**src/rtl/sorted_wakeup_timer_queue_macros.svh**
```systemverilog
// ----------------------------------------------------------------------------
// Sorted wakeup timer queue: assertion macros
// Shared concurrent assertion forms, clocked on clock and disabled in reset.
// ----------------------------------------------------------------------------
`ifndef SORTED_WAKEUP_TIMER_QUEUE_MACROS_SVH
`define SORTED_WAKEUP_TIMER_QUEUE_MACROS_SVH

// Consequent must hold in the same cycle as the antecedent
`define SWTQ_ASSERT_SAME(label, ante, cons, msg) \
   label: assert property (@(posedge clock) disable iff (reset) (ante) |-> (cons)) \
      else $error(msg);

// Consequent must hold in the cycle after the antecedent
`define SWTQ_ASSERT_NEXT(label, ante, cons, msg) \
   label: assert property (@(posedge clock) disable iff (reset) (ante) |=> (cons)) \
      else $error(msg);

`endif

```
**src/rtl/swtq_pkg.sv**
```systemverilog
// ----------------------------------------------------------------------------
// Sorted wakeup timer queue: package
// Field widths, status and operation codes, and sequencer states.
// ----------------------------------------------------------------------------
package swtq_pkg;

   // Field widths
   localparam int TICK_W      = 63;
   localparam int ID_PORT_W   = 8;
   localparam int DUR_W       = 32;
   localparam int PRIO_W      = 6;
   localparam int STATUS_W    = 3;
   localparam int REQ_TDATA_W = 48;
   localparam int RSP_TDATA_W = 136;
   localparam int RSP_PAD_W   = RSP_TDATA_W - ID_PORT_W - 2 * TICK_W;

   // Parameter defaults
   localparam int QUEUE_DEPTH_DEF    = 16;
   localparam int THREAD_ID_BITS_DEF = 8;

   // Operation carried on req_tuser
   localparam logic OP_TICK  = 1'b0;
   localparam logic OP_SLEEP = 1'b1;

   // Result status carried on rsp_tuser
   typedef enum logic [STATUS_W-1:0] {
      ST_WOKEN       = 3'd0,
      ST_NOTHING_DUE = 3'd1,
      ST_QUEUED      = 3'd2,
      ST_IGNORED     = 3'd3,
      ST_DROPPED     = 3'd4
   } status_type;

   // Sequencer states
   typedef enum logic [3:0] {
      S_IDLE,
      S_SLEEP,
      S_INS_START,
      S_INS_CMP,
      S_INS_WR,
      S_TICK_START,
      S_TICK_CMP,
      S_WAKE_RD,
      S_WAKE_OUT,
      S_EMIT
   } state_type;

endpackage

```
**src/rtl/swtq_mem.sv**
```systemverilog
// ----------------------------------------------------------------------------
// Sorted wakeup timer queue: entry memory
// One write port and one registered read port holding wake tick,
// priority and thread id for each queue slot.
// ----------------------------------------------------------------------------
module swtq_mem
   import swtq_pkg::*;
#(
   parameter int DEPTH   = QUEUE_DEPTH_DEF,
   parameter int ID_BITS = THREAD_ID_BITS_DEF
) (
   input  logic                     clock,
   input  logic                     wr_en,
   input  logic [$clog2(DEPTH)-1:0] wr_addr,
   input  logic [TICK_W-1:0]        wr_wake,
   input  logic [PRIO_W-1:0]        wr_prio,
   input  logic [ID_BITS-1:0]       wr_thread,
   input  logic                     rd_en,
   input  logic [$clog2(DEPTH)-1:0] rd_addr,
   output logic [TICK_W-1:0]        rd_wake,
   output logic [PRIO_W-1:0]        rd_prio,
   output logic [ID_BITS-1:0]       rd_thread
);

   logic [TICK_W-1:0]  mem_wake   [DEPTH];
   logic [PRIO_W-1:0]  mem_prio   [DEPTH];
   logic [ID_BITS-1:0] mem_thread [DEPTH];

   // Write one slot
   always_ff @(posedge clock) begin
      if (wr_en) begin
         mem_wake[wr_addr]   <= wr_wake;
         mem_prio[wr_addr]   <= wr_prio;
         mem_thread[wr_addr] <= wr_thread;
      end
   end

   // Read one slot, hold the data until the next read
   always_ff @(posedge clock) begin
      if (rd_en) begin
         rd_wake   <= mem_wake[rd_addr];
         rd_prio   <= mem_prio[rd_addr];
         rd_thread <= mem_thread[rd_addr];
      end
   end

endmodule

```
**src/rtl/sorted_wakeup_timer_queue.sv**
```systemverilog
// ----------------------------------------------------------------------------
// Sorted wakeup timer queue
// Tick counter plus a bounded queue of sleeping threads kept in wake order
// (earlier tick first, higher priority first on ties, arrival order last).
// ----------------------------------------------------------------------------
// Channel  Dir  Ports            Content
// req      in   tvalid/tready    tuser: operation; tdata: thread_id,
//                                sleep_ticks, priority_req
// rsp      out  tvalid/tready    tuser: status; tlast: last; tdata: woken_id,
//                                wake_tick, now_tick
//
// Sleep: S_SLEEP, S_INS_START, S_INS_CMP per entry compared, S_INS_WR, then
// S_EMIT loads the result; an ignored request leaves from S_SLEEP, a dropped
// one from S_INS_START, straight to S_EMIT. Tick: S_TICK_START, S_TICK_CMP per
// entry scanned, S_WAKE_RD and S_WAKE_OUT per woken thread, or S_EMIT for nothing due.
// All ordering goes through a single wake-tick comparator and the single
// read port of the entry memory.
// The queue is a ring in memory; a wakeup advances its head pointer.
// Synchronous reset clears the counter, the queue and the result valid flag.
// req_tready is high only while the sequencer is idle; a stalled rsp holds
// the sequencer at its next result.
// ----------------------------------------------------------------------------
module sorted_wakeup_timer_queue
   import swtq_pkg::*;
#(
   parameter int QUEUE_DEPTH    = QUEUE_DEPTH_DEF,
   parameter int THREAD_ID_BITS = THREAD_ID_BITS_DEF
) (
   input  logic                   clock,
   input  logic                   reset,
   input  logic                   req_tvalid,
   output logic                   req_tready,
   // [7:0] thread_id, [39:8] sleep_ticks, [45:40] priority_req, [47:46] zero
   input  logic [REQ_TDATA_W-1:0] req_tdata,
   // [0] operation
   input  logic                   req_tuser,
   output logic                   rsp_tvalid,
   input  logic                   rsp_tready,
   // [7:0] woken_id, [70:8] wake_tick, [133:71] now_tick, [135:134] zero
   output logic [RSP_TDATA_W-1:0] rsp_tdata,
   // [2:0] status
   output logic [STATUS_W-1:0]    rsp_tuser,
   output logic                   rsp_tlast
);

   localparam int IDX_W = $clog2(QUEUE_DEPTH);
   localparam int CNT_W = $clog2(QUEUE_DEPTH + 1);
   localparam int SUM_W = IDX_W + 1;
   localparam logic [CNT_W-1:0] FULL = CNT_W'(QUEUE_DEPTH);
   localparam logic [CNT_W-1:0] ONE  = CNT_W'(1);
   localparam logic [CNT_W-1:0] TWO  = CNT_W'(2);

   // Ring slot of queue position pos
   function automatic logic [IDX_W-1:0] slot(input logic [IDX_W-1:0] head,
                                             input logic [CNT_W-1:0] pos);
      logic [SUM_W-1:0] sum;
      sum = {1'b0, head} + SUM_W'(pos);
      if (sum >= SUM_W'(QUEUE_DEPTH)) begin
         sum = sum - SUM_W'(QUEUE_DEPTH);
      end
      return sum[IDX_W-1:0];
   endfunction

   state_type                 state_ff, state_in;
   logic [TICK_W-1:0]         tick_ff, tick_in;
   logic [IDX_W-1:0]          head_ff, head_in;
   logic [CNT_W-1:0]          occ_ff, occ_in;
   logic [CNT_W-1:0]          idx_ff, idx_in;
   logic [THREAD_ID_BITS-1:0] id_ff, id_in;
   logic [DUR_W-1:0]          dur_ff, dur_in;
   logic [PRIO_W-1:0]         prio_ff, prio_in;
   logic [TICK_W-1:0]         wake_ff, wake_in;
   status_type                st_ff, st_in;

   logic                      rsp_valid_ff, rsp_valid_in;
   status_type                rsp_status_ff, rsp_status_in;
   logic [ID_PORT_W-1:0]      rsp_id_ff, rsp_id_in;
   logic [TICK_W-1:0]         rsp_wake_ff, rsp_wake_in;
   logic [TICK_W-1:0]         rsp_now_ff, rsp_now_in;
   logic                      rsp_last_ff, rsp_last_in;

   logic                      req_xfer;
   logic                      tick_xfer;
   logic                      in_wake_out;
   logic                      out_free;
   logic                      dur_pos;
   logic [TICK_W:0]           wake_sum;
   logic [TICK_W-1:0]         tick_next;

   logic                      mem_wr_en;
   logic [IDX_W-1:0]          mem_wr_addr;
   logic [TICK_W-1:0]         mem_wr_wake;
   logic [PRIO_W-1:0]         mem_wr_prio;
   logic [THREAD_ID_BITS-1:0] mem_wr_thread;
   logic                      mem_rd_en;
   logic [IDX_W-1:0]          mem_rd_addr;
   logic [TICK_W-1:0]         mem_rd_wake;
   logic [PRIO_W-1:0]         mem_rd_prio;
   logic [THREAD_ID_BITS-1:0] mem_rd_thread;

   logic [TICK_W-1:0]         cmp_key;
   logic                      cmp_lt;
   logic                      cmp_eq;
   logic                      ins_move;
   logic                      tick_due;

   swtq_mem #(
      .DEPTH   (QUEUE_DEPTH),
      .ID_BITS (THREAD_ID_BITS)
   ) u_mem (
      .clock     (clock),
      .wr_en     (mem_wr_en),
      .wr_addr   (mem_wr_addr),
      .wr_wake   (mem_wr_wake),
      .wr_prio   (mem_wr_prio),
      .wr_thread (mem_wr_thread),
      .rd_en     (mem_rd_en),
      .rd_addr   (mem_rd_addr),
      .rd_wake   (mem_rd_wake),
      .rd_prio   (mem_rd_prio),
      .rd_thread (mem_rd_thread)
   );

   // Handshake helpers
   assign req_tready  = (state_ff == S_IDLE);
   assign req_xfer    = req_tvalid && req_tready;
   assign tick_xfer   = req_xfer && (req_tuser == OP_TICK);
   assign in_wake_out = (state_ff == S_WAKE_OUT);
   assign out_free    = !rsp_valid_ff || rsp_tready;

   // Advance the tick counter, wrapping at the top of its range
   assign tick_next = tick_ff + TICK_W'(1);

   // Saturating wake tick of a positive duration
   assign dur_pos  = !dur_ff[DUR_W-1] && (dur_ff != '0);
   assign wake_sum = {1'b0, tick_ff} + (TICK_W + 1)'(dur_ff[DUR_W-2:0]);

   // Shared comparator: new wake tick while inserting, tick count while scanning
   assign cmp_key  = (state_ff == S_TICK_CMP) ? tick_ff : wake_ff;
   assign cmp_lt   = cmp_key < mem_rd_wake;
   assign cmp_eq   = cmp_key == mem_rd_wake;
   assign ins_move = cmp_lt || (cmp_eq && (prio_ff > mem_rd_prio));
   assign tick_due = !cmp_lt;

   // Next state
   always_comb begin
      state_in = state_ff;
      unique case (state_ff)
         S_IDLE: begin
            if (req_xfer) begin
               state_in = (req_tuser == OP_SLEEP) ? S_SLEEP : S_TICK_START;
            end
         end
         S_SLEEP: begin
            state_in = dur_pos ? S_INS_START : S_EMIT;
         end
         S_INS_START: begin
            if (occ_ff == FULL) begin
               state_in = S_EMIT;
            end else if (occ_ff == '0) begin
               state_in = S_INS_WR;
            end else begin
               state_in = S_INS_CMP;
            end
         end
         S_INS_CMP: begin
            state_in = (ins_move && (idx_ff != ONE)) ? S_INS_CMP : S_INS_WR;
         end
         S_INS_WR: begin
            state_in = S_EMIT;
         end
         S_TICK_START: begin
            state_in = (occ_ff == '0) ? S_EMIT : S_TICK_CMP;
         end
         S_TICK_CMP: begin
            if (tick_due && ((idx_ff + ONE) < occ_ff)) begin
               state_in = S_TICK_CMP;
            end else if (tick_due || (idx_ff != '0)) begin
               state_in = S_WAKE_RD;
            end else begin
               state_in = S_EMIT;
            end
         end
         S_WAKE_RD: begin
            state_in = S_WAKE_OUT;
         end
         S_WAKE_OUT: begin
            if (out_free) begin
               state_in = (idx_ff == ONE) ? S_IDLE : S_WAKE_RD;
            end
         end
         S_EMIT: begin
            if (out_free) begin
               state_in = S_IDLE;
            end
         end
         default: begin
            state_in = S_IDLE;
         end
      endcase
   end

   // Datapath, memory control and result loading
   always_comb begin
      tick_in       = tick_ff;
      head_in       = head_ff;
      occ_in        = occ_ff;
      idx_in        = idx_ff;
      id_in         = id_ff;
      dur_in        = dur_ff;
      prio_in       = prio_ff;
      wake_in       = wake_ff;
      st_in         = st_ff;
      rsp_valid_in  = rsp_valid_ff && !rsp_tready;
      rsp_status_in = rsp_status_ff;
      rsp_id_in     = rsp_id_ff;
      rsp_wake_in   = rsp_wake_ff;
      rsp_now_in    = rsp_now_ff;
      rsp_last_in   = rsp_last_ff;
      mem_wr_en     = 1'b0;
      mem_wr_addr   = slot(head_ff, idx_ff);
      mem_wr_wake   = mem_rd_wake;
      mem_wr_prio   = mem_rd_prio;
      mem_wr_thread = mem_rd_thread;
      mem_rd_en     = 1'b0;
      mem_rd_addr   = head_ff;
      unique case (state_ff)
         S_IDLE: begin
            // Capture the request; a tick advances the counter at once
            if (req_xfer) begin
               id_in   = THREAD_ID_BITS'(req_tdata[7:0]);
               dur_in  = req_tdata[39:8];
               prio_in = req_tdata[45:40];
               if (req_tuser == OP_TICK) begin
                  tick_in = tick_next;
               end
            end
         end
         S_SLEEP: begin
            wake_in = wake_sum[TICK_W] ? '1 : wake_sum[TICK_W-1:0];
            if (!dur_pos) begin
               st_in = ST_IGNORED;
            end
         end
         S_INS_START: begin
            // Start at the tail and walk toward the head
            idx_in = occ_ff;
            if (occ_ff == FULL) begin
               st_in = ST_DROPPED;
            end else if (occ_ff != '0) begin
               mem_rd_en   = 1'b1;
               mem_rd_addr = slot(head_ff, occ_ff - ONE);
            end
         end
         S_INS_CMP: begin
            // Move the later entry back one place and fetch the one before it
            if (ins_move) begin
               mem_wr_en = 1'b1;
               idx_in    = idx_ff - ONE;
               if (idx_ff != ONE) begin
                  mem_rd_en   = 1'b1;
                  mem_rd_addr = slot(head_ff, idx_ff - TWO);
               end
            end
         end
         S_INS_WR: begin
            mem_wr_en     = 1'b1;
            mem_wr_wake   = wake_ff;
            mem_wr_prio   = prio_ff;
            mem_wr_thread = id_ff;
            occ_in        = occ_ff + ONE;
            st_in         = ST_QUEUED;
         end
         S_TICK_START: begin
            idx_in = '0;
            if (occ_ff == '0) begin
               st_in = ST_NOTHING_DUE;
            end else begin
               mem_rd_en = 1'b1;
            end
         end
         S_TICK_CMP: begin
            // Count due entries from the head
            if (tick_due) begin
               idx_in = idx_ff + ONE;
               if ((idx_ff + ONE) < occ_ff) begin
                  mem_rd_en   = 1'b1;
                  mem_rd_addr = slot(head_ff, idx_ff + ONE);
               end
            end else if (idx_ff == '0) begin
               st_in = ST_NOTHING_DUE;
            end
         end
         S_WAKE_RD: begin
            mem_rd_en = 1'b1;
         end
         S_WAKE_OUT: begin
            // Release the head entry
            if (out_free) begin
               rsp_valid_in  = 1'b1;
               rsp_status_in = ST_WOKEN;
               rsp_id_in     = ID_PORT_W'(mem_rd_thread);
               rsp_wake_in   = mem_rd_wake;
               rsp_now_in    = tick_ff;
               rsp_last_in   = (idx_ff == ONE);
               head_in       = slot(head_ff, ONE);
               occ_in        = occ_ff - ONE;
               idx_in        = idx_ff - ONE;
            end
         end
         S_EMIT: begin
            // Single result of the staged status
            if (out_free) begin
               rsp_valid_in  = 1'b1;
               rsp_status_in = st_ff;
               rsp_now_in    = tick_ff;
               rsp_last_in   = 1'b1;
               rsp_id_in     = ID_PORT_W'(id_ff);
               rsp_wake_in   = '0;
               case (st_ff) inside
                  ST_QUEUED, ST_DROPPED: begin
                     rsp_wake_in = wake_ff;
                  end
                  ST_NOTHING_DUE: begin
                     rsp_id_in = '0;
                  end
                  default: begin
                     rsp_wake_in = '0;
                  end
               endcase
            end
         end
         default: begin
            idx_in = idx_ff;
         end
      endcase
   end

   // Control registers
   always_ff @(posedge clock) begin
      if (reset) begin
         state_ff     <= S_IDLE;
         tick_ff      <= '0;
         head_ff      <= '0;
         occ_ff       <= '0;
         rsp_valid_ff <= 1'b0;
      end else begin
         state_ff     <= state_in;
         tick_ff      <= tick_in;
         head_ff      <= head_in;
         occ_ff       <= occ_in;
         rsp_valid_ff <= rsp_valid_in;
      end
   end

   // Payload registers
   always_ff @(posedge clock) begin
      idx_ff        <= idx_in;
      id_ff         <= id_in;
      dur_ff        <= dur_in;
      prio_ff       <= prio_in;
      wake_ff       <= wake_in;
      st_ff         <= st_in;
      rsp_status_ff <= rsp_status_in;
      rsp_id_ff     <= rsp_id_in;
      rsp_wake_ff   <= rsp_wake_in;
      rsp_now_ff    <= rsp_now_in;
      rsp_last_ff   <= rsp_last_in;
   end

   // Result channel
   assign rsp_tvalid = rsp_valid_ff;
   assign rsp_tuser  = rsp_status_ff;
   assign rsp_tlast  = rsp_last_ff;
   assign rsp_tdata  = {{RSP_PAD_W{1'b0}}, rsp_now_ff, rsp_wake_ff, rsp_id_ff};

   // Checks
   `include "sorted_wakeup_timer_queue_macros.svh"

   `SWTQ_ASSERT_SAME(a_occ_bound, 1'b1, occ_ff <= FULL, "occupancy beyond depth")
   `SWTQ_ASSERT_SAME(a_ins_room, state_ff == S_INS_WR, occ_ff < FULL, "insert into full queue")
   `SWTQ_ASSERT_SAME(a_wake_nonempty, in_wake_out, (occ_ff != '0) && (idx_ff != '0), "empty wakeup")
   `SWTQ_ASSERT_NEXT(a_tick_adv, tick_xfer, tick_ff == $past(tick_next), "tick not advanced")

endmodule

```
**config.mk**
```make
export PLATFORM = sky130hd
export DESIGN_NAME = sorted_wakeup_timer_queue
export DESIGN_NICKNAME = d
export VERILOG_FILES = /design/src/rtl/swtq_pkg.sv /design/src/rtl/swtq_mem.sv /design/src/rtl/sorted_wakeup_timer_queue.sv
export VERILOG_INCLUDE_DIRS = /design/src /design/src/rtl
export SDC_FILE = /design/constraint.sdc
export NUM_CORES = 2
export LEC_CHECK = 0
export BUFFER_PORTS_ARGS = -buffer_cell sky130_fd_sc_hd__buf_2
export CAP_MARGIN = 10
export CORE_ASPECT_RATIO = 0.8
export CORE_MARGIN = 2
export CORE_UTILIZATION = 35
export CTS_BUF_LIST = sky130_fd_sc_hd__clkbuf_16
export DETAILED_ROUTE_END_ITERATION = 6
export PLACE_DENSITY = 0.52
export SLEW_MARGIN = 20
export SYNTH_ARGS = -nofsm -noshare
export SYNTH_HDL_FRONTEND = slang
export SYNTH_SLANG_ARGS = --single-unit
```
**constraint.sdc**
```tcl
create_clock -name clock -period 19.8 [get_ports clock]
set_input_delay 3.96 -clock clock [delete_from_list [all_inputs] [get_ports clock]]
set_output_delay 3.96 -clock clock [all_outputs]
set_load 0.01 [all_outputs]
```
==> impl_metrics.py <==
metrics = {
    "run_status": {
        "outcome": "completed",
    },
    "setup_path": {
        "worstRegToRegCells": 20,
        "crit_cells": 20,
        "critPathBufInv": 3,
        "path_class": "reg2reg",
        "start_kind": "register",
        "slowest_delay_ps": 940,
        "crit_slowest_cell": "buf_4",
        "required_ps": 20300,
        "path_common_cell": "buf_4",
        "crit_family": "simple AND/OR/NAND/NOR gates",
        "end_kind": "register",
        "crit_fanout": 84,
        "crit_chain": "nor2_1, and3_2, buf_4, nand2_1, nand2_1, ha_1, nand4_1, nor4_1, nand4_1, a21oi_1, nor3_2, a211oi_1, nor2b_1, a21oi_1, nand2_8, buf_4, buf_4, mux2i_1, o22ai_1, or4_1",
        "crit_arrival_ps": 10110,
    },
    "synthesis": {
        "yosysUniqueCellTypes": 73,
        "yosys.area_share.adder_pct": 2.41,
        "synth_top_family_by_area": "multiplexers",
        "synth_ff_type": "edfxtp_1",
        "muxShareOfSynthArea_pct": 9.40,
        "yosysSeqAreaShare_pct": 71.5,
        "synth_xor_area_share_pct": 1.20,
        "synth_area_per_cell_um2": 15.1,
        "synth-compound-area-share_pct": 7.16,
        "synthArstFlopShare_pct": 0,
        "ys_warn_count": 0,
        "netlist_area_mm2": 0.0679,
        "synth_edf_count": 1564,
        "ys_ff_latch": 1641,
        "syn_inst": 4483,
        "synth-simple-area-share_pct": 6.20,
    },
    "global_route": {
        "grt_util_all_layers_pct": 19.6,
        "gr-total-overflow": 0,
        "antenna_found_initial": 9,
        "grt_pass1_vias": 38862,
        "grt_pass1_wl_mm": 281,
        "grt_max_degree": 143,
    },
    "placement": {
        "dp_cells": 7129,
        "place_congestion": 0.869,
        "place_ws_ps": 10210,
        "placed_area_mm2": 0.0723,
        "hpwl_mm": 111,
        "io_buffer_count": 190,
    },
    "hold_path": {
        "hold_depth": 0,
        "hold_class": "reg2reg",
    },
    "routing": {
        "drtAntennaViolNets": 0,
        "routed_wl_mm": 197,
        "vias": 40329,
        "drt-pass1-iter-count": 6,
        "drc_errors": 0,
        "drt_iter0_markers": 4444,
        "vias_per_cell": 5.42,
        "wire_per_inst_um": 26.5,
    },
    "final_layout": {
        "stdcell_count": 7443,
        "final_cell_mix": "edfxtp_1, mux2i_1, nand2_1",
        "final_common_cell": "edfxtp_1",
        "design_area_mm2": 0.0775,
        "area_growth_pct": 14.2,
        "drive_gt1_share_pct": 12.7,
        "nets": 4926,
        "fillCellCount": 17641,
    },
    "clocking": {
        "post_cts_resized": 0,
        "tritoncts": "built",
        "root_buffer": "clkbuf_16",
        "cts.clk_slew.worst_paths_ps": 60,
        "post_cts.repair.setup_buffers": 0,
        "clock-sinks": 1641,
        "ctsHoldBuffers": 0,
        "cts_buffers": 169,
        "clk_latency_ps": 800,
        "clk_path_buf_depth": 3,
        "htreeDepth": 4,
    },
    "timing": {
        "worst_slack_ps": 10190,
        "fin_worst_skew_ps": 33.0,
        "period_share_pct": 48.5,
        "setup_viol": 0,
        "timing.slew.headroom_pct": 21.8,
        "final-hold-violation-count": 0,
        "finalMaxSlewViolations": 0,
        "fmax_ghz": 0.104,
        "tightestPinTransition_ps": 1160,
        "finalSetupTns_ps": 0,
        "hold_slack_ps": 554,
        "period_minus_slack_ps": 9610,
        "rsz0062_at_grt": "no",
    },
    "floorplanning": {
        "ios": 195,
        "core.rowCount": 144,
        "die_w_um": 496,
        "core_mm2": 0.193,
        "chipHeight_um": 398,
        "initial_core_util_pct": 35.2,
        "die-area_mm2": 0.197,
    },
    "pwr": {
        "peakVddDrop_uv": 100,
        "leakagePower_nw": 25.2,
        "powerDensity_mw_per_mm2": 124,
    },
    "run": {
        "max_cap_viol_count": 0,
    },
}
-- registers in the layout (all words and copies together) (netlist names) --
signal	flops
rsp_tuser	3
occ_ff	5
prio_ff	6
u_mem.mem_wake	1008
rsp_tvalid	1
head_ff	4
rsp_now_ff	63
tick_ff	63
rsp_id_ff	8
u_mem.mem_thread	128
rsp_tlast	1
idx_ff	5
u_mem.rd_wake	63
st_ff	3
rsp_wake_ff	63
id_ff	8
u_mem.rd_prio	6
u_mem.rd_thread	8
u_mem.mem_prio	96
wake_ff	63
state_ff	4
dur_ff	32
-- power breakdown --
part	switching [W]	leakage [nW]	internal [W]
sequential	0.000200	14.7	0.00446
combinational	0.00133	7.71	0.000573
clock	0.00133	2.77	0.00173
-- path summary, 6_finish.rpt --
kind          startpoint  slack [ps]                to
max          state_ff[3]       10190  u_mem.rd_wake[8]
min reg2reg  tick_ff[24]         550    rsp_now_ff[24]
min          tick_ff[24]         550    rsp_now_ff[24]
max reg2reg  state_ff[3]       10190  u_mem.rd_wake[8]
-- routing by layer --
layer,wire length (um),up-vias,GRT usage (%)
met5,45,-,0
met1,94500,20693,30.1
met4,3670,10,4.57
met2,85100,1436,28.7
met3,14000,233,3.27
li1,-,17957,-
-- synthesized netlist by cell type (27+ instances only) --
cell type / count / share of area [%]
a21o_1: 28 / 0.31
a21oi_1: 115 / 0.85
a22o_1: 65 / 0.84
and3_1: 28 / 0.26
buf_2: 94 / 0.69
clkbuf_1: 114 / 0.63
dfxtp_1: 77 / 2.3
edfxtp_1: 1564 / 69
ha_1: 123 / 2.3
inv_1: 102 / 0.56
mux2i_1: 623 / 9.2
nand2_1: 402 / 2.2
nand3_1: 64 / 0.47
nand4_1: 32 / 0.29
nor2_1: 130 / 0.72
nor3_1: 27 / 0.20
o21ai_0: 157 / 1.2
o22ai_1: 304 / 2.8
or3_1: 28 / 0.26
or4_1: 83 / 0.92
xnor2_1: 43 / 0.55
xor2_1: 50 / 0.65
-- area by class of cell --
class	count	area (um^2)	area share, %
antenna	2	5.00	0.00645
sequential	1641	48500	62.6
tap	2555	3200	4.12
clock inverter	138	932	1.20
multi-input combinational	2503	18100	23.4
inverter	103	387	0.499
clock buffer	174	4350	5.61
timing repair buffer	327	2020	2.60
-- logic make-up after synthesis --
kind of cell               count (synthesis)
AOI/OAI and AO/OA                        769
xor gates and xnor gates                  93
adders and majority gates                128
buffers and inverters                    340
DFF                                     1641
muxes                                    635
other                                      1
and+or+nand+nor                          876
-- metrics by stage --
| step | utilization (%) | power [W] |
|---|---|---|
| finish | 40.3 | 0.00963 |
| global route | 40.3 | 0.0100 |
| CTS | 40.3 | 0.00970 |
| detailed placement | 37.5 | 0.00663 |
| global placement | 37.5 | 0.00661 |
| floorplan | - | 0.00578 |
No activity file was read; power rests on OpenSTA's default activity.
